### src/hdl/tfta_pkg.sv
// Shared widths, register codes, reset values and types of the trade flow accumulator.
package tfta_pkg;

	localparam int TIME_W    = 17;
	localparam int SIDE_W    = 2;
	localparam int PRICE_W   = 32;
	localparam int VOL_W     = 32;
	localparam int SUM_W     = 64;
	localparam int CFG_IDX_W = 2;
	localparam int CFG_W     = 17;

	// Direction codes of the incoming trade.
	localparam logic [SIDE_W-1:0] SIDE_BUY  = 2'd0;
	localparam logic [SIDE_W-1:0] SIDE_SELL = 2'd1;

	// Configuration register indexes.
	localparam logic [CFG_IDX_W-1:0] REG_OPEN_AUCTION_BEGIN  = 2'd0;
	localparam logic [CFG_IDX_W-1:0] REG_CONTINUOUS_BEGIN    = 2'd1;
	localparam logic [CFG_IDX_W-1:0] REG_CLOSE_AUCTION_AFTER = 2'd2;
	localparam logic [CFG_IDX_W-1:0] REG_SESSION_END         = 2'd3;

	// Reset values of the auction windows, in seconds of day.
	localparam logic [CFG_W-1:0] RST_OPEN_AUCTION_BEGIN  = 17'd33300;
	localparam logic [CFG_W-1:0] RST_CONTINUOUS_BEGIN    = 17'd34200;
	localparam logic [CFG_W-1:0] RST_CLOSE_AUCTION_AFTER = 17'd53820;
	localparam logic [CFG_W-1:0] RST_SESSION_END         = 17'd54000;

	// Resolved trade direction after the tick rule.
	typedef enum logic [1:0] {
		CLS_BUY,
		CLS_SELL,
		CLS_SPLIT
	} trade_class_t;

	// Control of one accumulator: advance takes the addend, clear empties it.
	typedef struct packed {
		logic advance;
		logic clear;
	} acc_ctl_t;

endpackage

### src/hdl/tfta_sat_acc.sv
// One saturating 64-bit accumulator with clear.
module tfta_sat_acc (
	input  logic                       clk,
	input  logic                       arst_n,
	input  tfta_pkg::acc_ctl_t         ctl,
	input  logic [tfta_pkg::SUM_W-1:0] addend,
	output logic [tfta_pkg::SUM_W-1:0] sum_next
);
	import tfta_pkg::*;

	logic [SUM_W-1:0] sum_q;
	logic [SUM_W:0]   wide_sum;

	// Add with carry out; a carry pins the total at all ones.
	assign wide_sum = {1'b0, sum_q} + {1'b0, addend};
	assign sum_next = wide_sum[SUM_W] ? {SUM_W{1'b1}} : wide_sum[SUM_W-1:0];

	// Take the new total, or empty the accumulator after the day's last trade.
	always_ff @(posedge clk or negedge arst_n) begin
		if (!arst_n) begin
			sum_q <= '0;
		end else if (ctl.advance) begin
			sum_q <= ctl.clear ? '0 : sum_next;
		end
	end
endmodule

### config.mk
export PLATFORM = sky130hd
export DESIGN_NAME = tfta_sat_acc
export DESIGN_NICKNAME = d
export VERILOG_FILES = /design/src/hdl/tfta_pkg.sv /design/src/hdl/tfta_sat_acc.sv
export SDC_FILE = /design/constraint.sdc
export NUM_CORES = 1
export LEC_CHECK = 0
export ABC_AREA = 1
export BUFFER_PORTS_ARGS = -buffer_cell sky130_fd_sc_hd__buf_2
export CORE_ASPECT_RATIO = 0.8
export CORE_MARGIN = 10
export CORE_UTILIZATION = 35
export CTS_BUF_LIST = sky130_fd_sc_hd__clkbuf_8
export DETAILED_ROUTE_END_ITERATION = 10
export PLACE_DENSITY_LB_ADDON = 0.1
export SLEW_MARGIN = 20
export SYNTH_ARGS = -nofsm -noshare
export SYNTH_HDL_FRONTEND = slang
export SYNTH_SLANG_ARGS = --single-unit
### constraint.sdc
create_clock -name clk -period 5.1 [get_ports clk]
set_clock_uncertainty 0.05 [all_clocks]
set_input_delay 0.51 -clock clk [delete_from_list [all_inputs] [get_ports clk]]
set_output_delay 0.51 -clock clk [all_outputs]
set_load 0.02 [all_outputs]
==> metrics.txt <==
status completed; mapped cell area just over 9000 um^2; final setup vio count 0; post_cts resized 0; min-delay worst type in -> async; CP peak stage delay 0.47 ns; type of element launching the critical path flip-flop; die area approximately 33000 um^2; Ant. Diodes 0; TritonCTS clock tree done; Synth Register Bits 64; initial antenna violation count 0; CTS max path bufs 2; number of DRC markers in iteration 0 between 800 and 900; crit end category output pin; number of synthesized flops with an enable pin 0; WS Path Type reg -> out; CP max FO 62; placer's final routability congestion estimate 0.924; Pwr per Cell Area 655 nW/um^2; Worst-Skew Late Latency 0.40 ns; vias in the first global route 9393; crit path cell chain ha_1 > fa_1 > nand3_2 > nand3_4 > nand2_2 > nand2_2 > nand2_2 > nand2_4 > nand2_4 > nand2_4 > a21oi_4 > buf_12 > nand2_1 > buf_2; WP buf/inv 2; hold_buf cts 0; starting density of the core 35.7%; total track usage between 20 and 25%; Largest register FFs 64; Post-Syn Instances ~1600; Slew headroom 39.7%; wire per inst 17.0 um; Yosys warning count 0; Yosys cell types 31; Routed Antenna Nets 0; M1 GR Usage 34.6%; Setup TNS 0 ns; sequential share of the synthesized area between 15 and 20%; FFs w/ async S/R, synth 100%; Worst-path clk slew 0.09 ns; delay-heaviest family, CP simple AND/OR/NAND/NOR gates; H-Tree Depth 3; # clock sinks between 60 and 70; Core Region 25400 um^2; DR pass1 iterations 5; ranking of synthesized cells by area nand2_1 34%, dfrtp_1 18%, inv_1 14%, ha_1 8.8%, nand3_4 5.8%; vias per cell between 4 and 5; CP Data Arrival Time between 3 and 4 ns; io pins 132; Worst Tran Pin Value 0.904 ns; fill count between 2000 and 3000; DRC violations left 0; share of layout cells above drive strength 1 approximately an eighth; max frequency 0.267 GHz; routed vias 9847; first-pass GRT wire length 55300 um; Synth area leader nand2_1; Final period util 73.4%; clk root buf clkbuf_8; share of the synthesized area in the top cell type 33.8%; drt total wl around 36000 um; biggest regs sum_q x64; grt ovf 0; R2R depth 15; nets 1904; DPL Wire Length 30800 um; floorplan row count 52; IO buf count 131; Synth Flop Type dfrtp_1; met3 usage 4.76%; syn nets 1777; RSZ-0062 raised after global routing false; cts bufs inserted 9; Post-CTS Setup Bufs 0; final slew viol count 0; Layout area overhead 12.9%; Post-Syn Area per Cell 5.52 um^2; Final Hold Vio Count 0; Max Cap Viol 0; maximum vdd drop roughly 330 uV; slowest stage cell, crit path fa_1; PnR Total Power 6.72 mW; die height 164 um; area of the multi-input gates 6070 um^2; M2 GR Usage 29.3%; Biggest register sum_q; Die X 200 um; Tmin final 3.74 ns; WP data required about 4.5 ns; largest net degree at the start of global routing between 60 and 70; Register Area 1600 um^2; busiest layer in global routing met1; leakage power around 6.5 nW; RR Startpoint sum_q[0]$_DFFE_PN0P_; critical path startpoint sum_q[0]$_DFFE_PN0P_; Crit. path cell count 14
metrics by stage:
step / std cells / setup WS, ns / hold slack (ns) / instance area [um^2] / utilization, %
after floorplan: 1644 / 2.16 / 0.164 / 9080 / -
after global placement: 2111 / 1.60 / 0.418 / 10100 / 39.6
after detailed placement: 2111 / 1.51 / 0.420 / 10100 / 39.6
after CTS: 2127 / 1.30 / 0.278 / 10300 / 40.3
after global routing: 2127 / 1.16 / 0.331 / 10300 / 40.3
final: 2127 / 1.36 / 0.270 / 10300 / 40.3
Yosys cell counts (10+ instances only):
master    instances
ha_1             64
nor2_1          112
nand3_1          56
inv_1           330
nand2_2          15
nor3_1           10
nand2_1         818
a21oi_1          35
clkbuf_1         11
nand3_4          30
dfrtp_1          64
xnor2_1          31
nand4_1          19
kinds of logic (layout without fill, tap and decap cells):
kind of cell / Yosys count / in the layout / synth area share [%]
buffers and inverters: 357 / 489 / 15.6
DFF: 64 / 64 / 17.6
and+or+nand+nor: 1080 / 1080 / 51.9
xor gates and xnor gates: 31 / 31 / 2.99
AOI/OAI and AO/OA: 47 / 47 / 2.91
adders and majority gates: 65 / 65 / 9.04
where the power goes:
group	internal, mW	switching [mW]	leakage [nW]	total [mW]
clock	0.175	0.262	0.0772	0.437
combinational	1.68	3.76	5.63	5.44
sequential	0.716	0.127	0.822	0.843
total	2.57	4.15	6.53	6.72
worst paths after layout:
check / slack (ns) / to
worst min-delay path: 0.27 / sum_q[19]$_DFFE_PN0P_
worst max-delay path: 1.36 / sum_next[17]
max in group asynchronous: 4.13 / sum_q[40]$_DFFE_PN0P_
worst min register to register: 0.44 / sum_q[41]$_DFFE_PN0P_
worst max register to register: 2.20 / sum_q[17]$_DFFE_PN0P_
min in group clk: 0.44 / sum_q[41]$_DFFE_PN0P_
cell type report:
| type | count | share of cell area, % |
|---|---|---|
| Clock inverter | 7 | 0.476 |
| Sequential cell | 64 | 15.6 |
| Tap cell | 351 | 4.28 |
| Clock buffer | 9 | 1.21 |
| Inverter | 338 | 12.4 |
| Multi-Input combinational cell | 1223 | 59.2 |
| Timing Repair Buffer | 135 | 6.81 |
per-layer routing:
metal	vias to the layer above	routed length (um)
met5	-	0
met4	0	368
met3	19	2660
met2	261	13300
met1	4428	19900
li1	5139	-
cells in the final DEF (no fill, tap or decap):
| cell type | instances |
|---|---|
| a21oi_1 | 35 |
| buf_12 | 1 |
| clkinv_4 | 1 |
| o21ai_0 | 5 |
| o21ai_1 | 1 |
| nand4_1 | 19 |
| and2_1 | 3 |
| nor4_1 | 5 |
| inv_2 | 8 |
| nand2_4 | 3 |
| buf_2 | 131 |
| xnor2_1 | 31 |
| dfrtp_1 | 64 |
| clkinv_2 | 2 |
| clkbuf_8 | 9 |
| a21oi_4 | 1 |
| nand3_1 | 56 |
| o21a_1 | 1 |
| nor2_2 | 1 |
| a21oi_2 | 4 |
| clkinvlp_4 | 4 |
| ha_1 | 64 |
| nor3_1 | 10 |
| fa_1 | 1 |
| and3_1 | 5 |
| buf_4 | 3 |
| nor3_2 | 2 |
| nand2_2 | 15 |
| nand3_2 | 1 |
| inv_1 | 329 |
| nand2_1 | 818 |
| clkinv_1 | 1 |
| nand3_4 | 30 |
| nor2_1 | 111 |
| nor2_4 | 1 |
No activity file was read; power rests on OpenSTA's default activity.
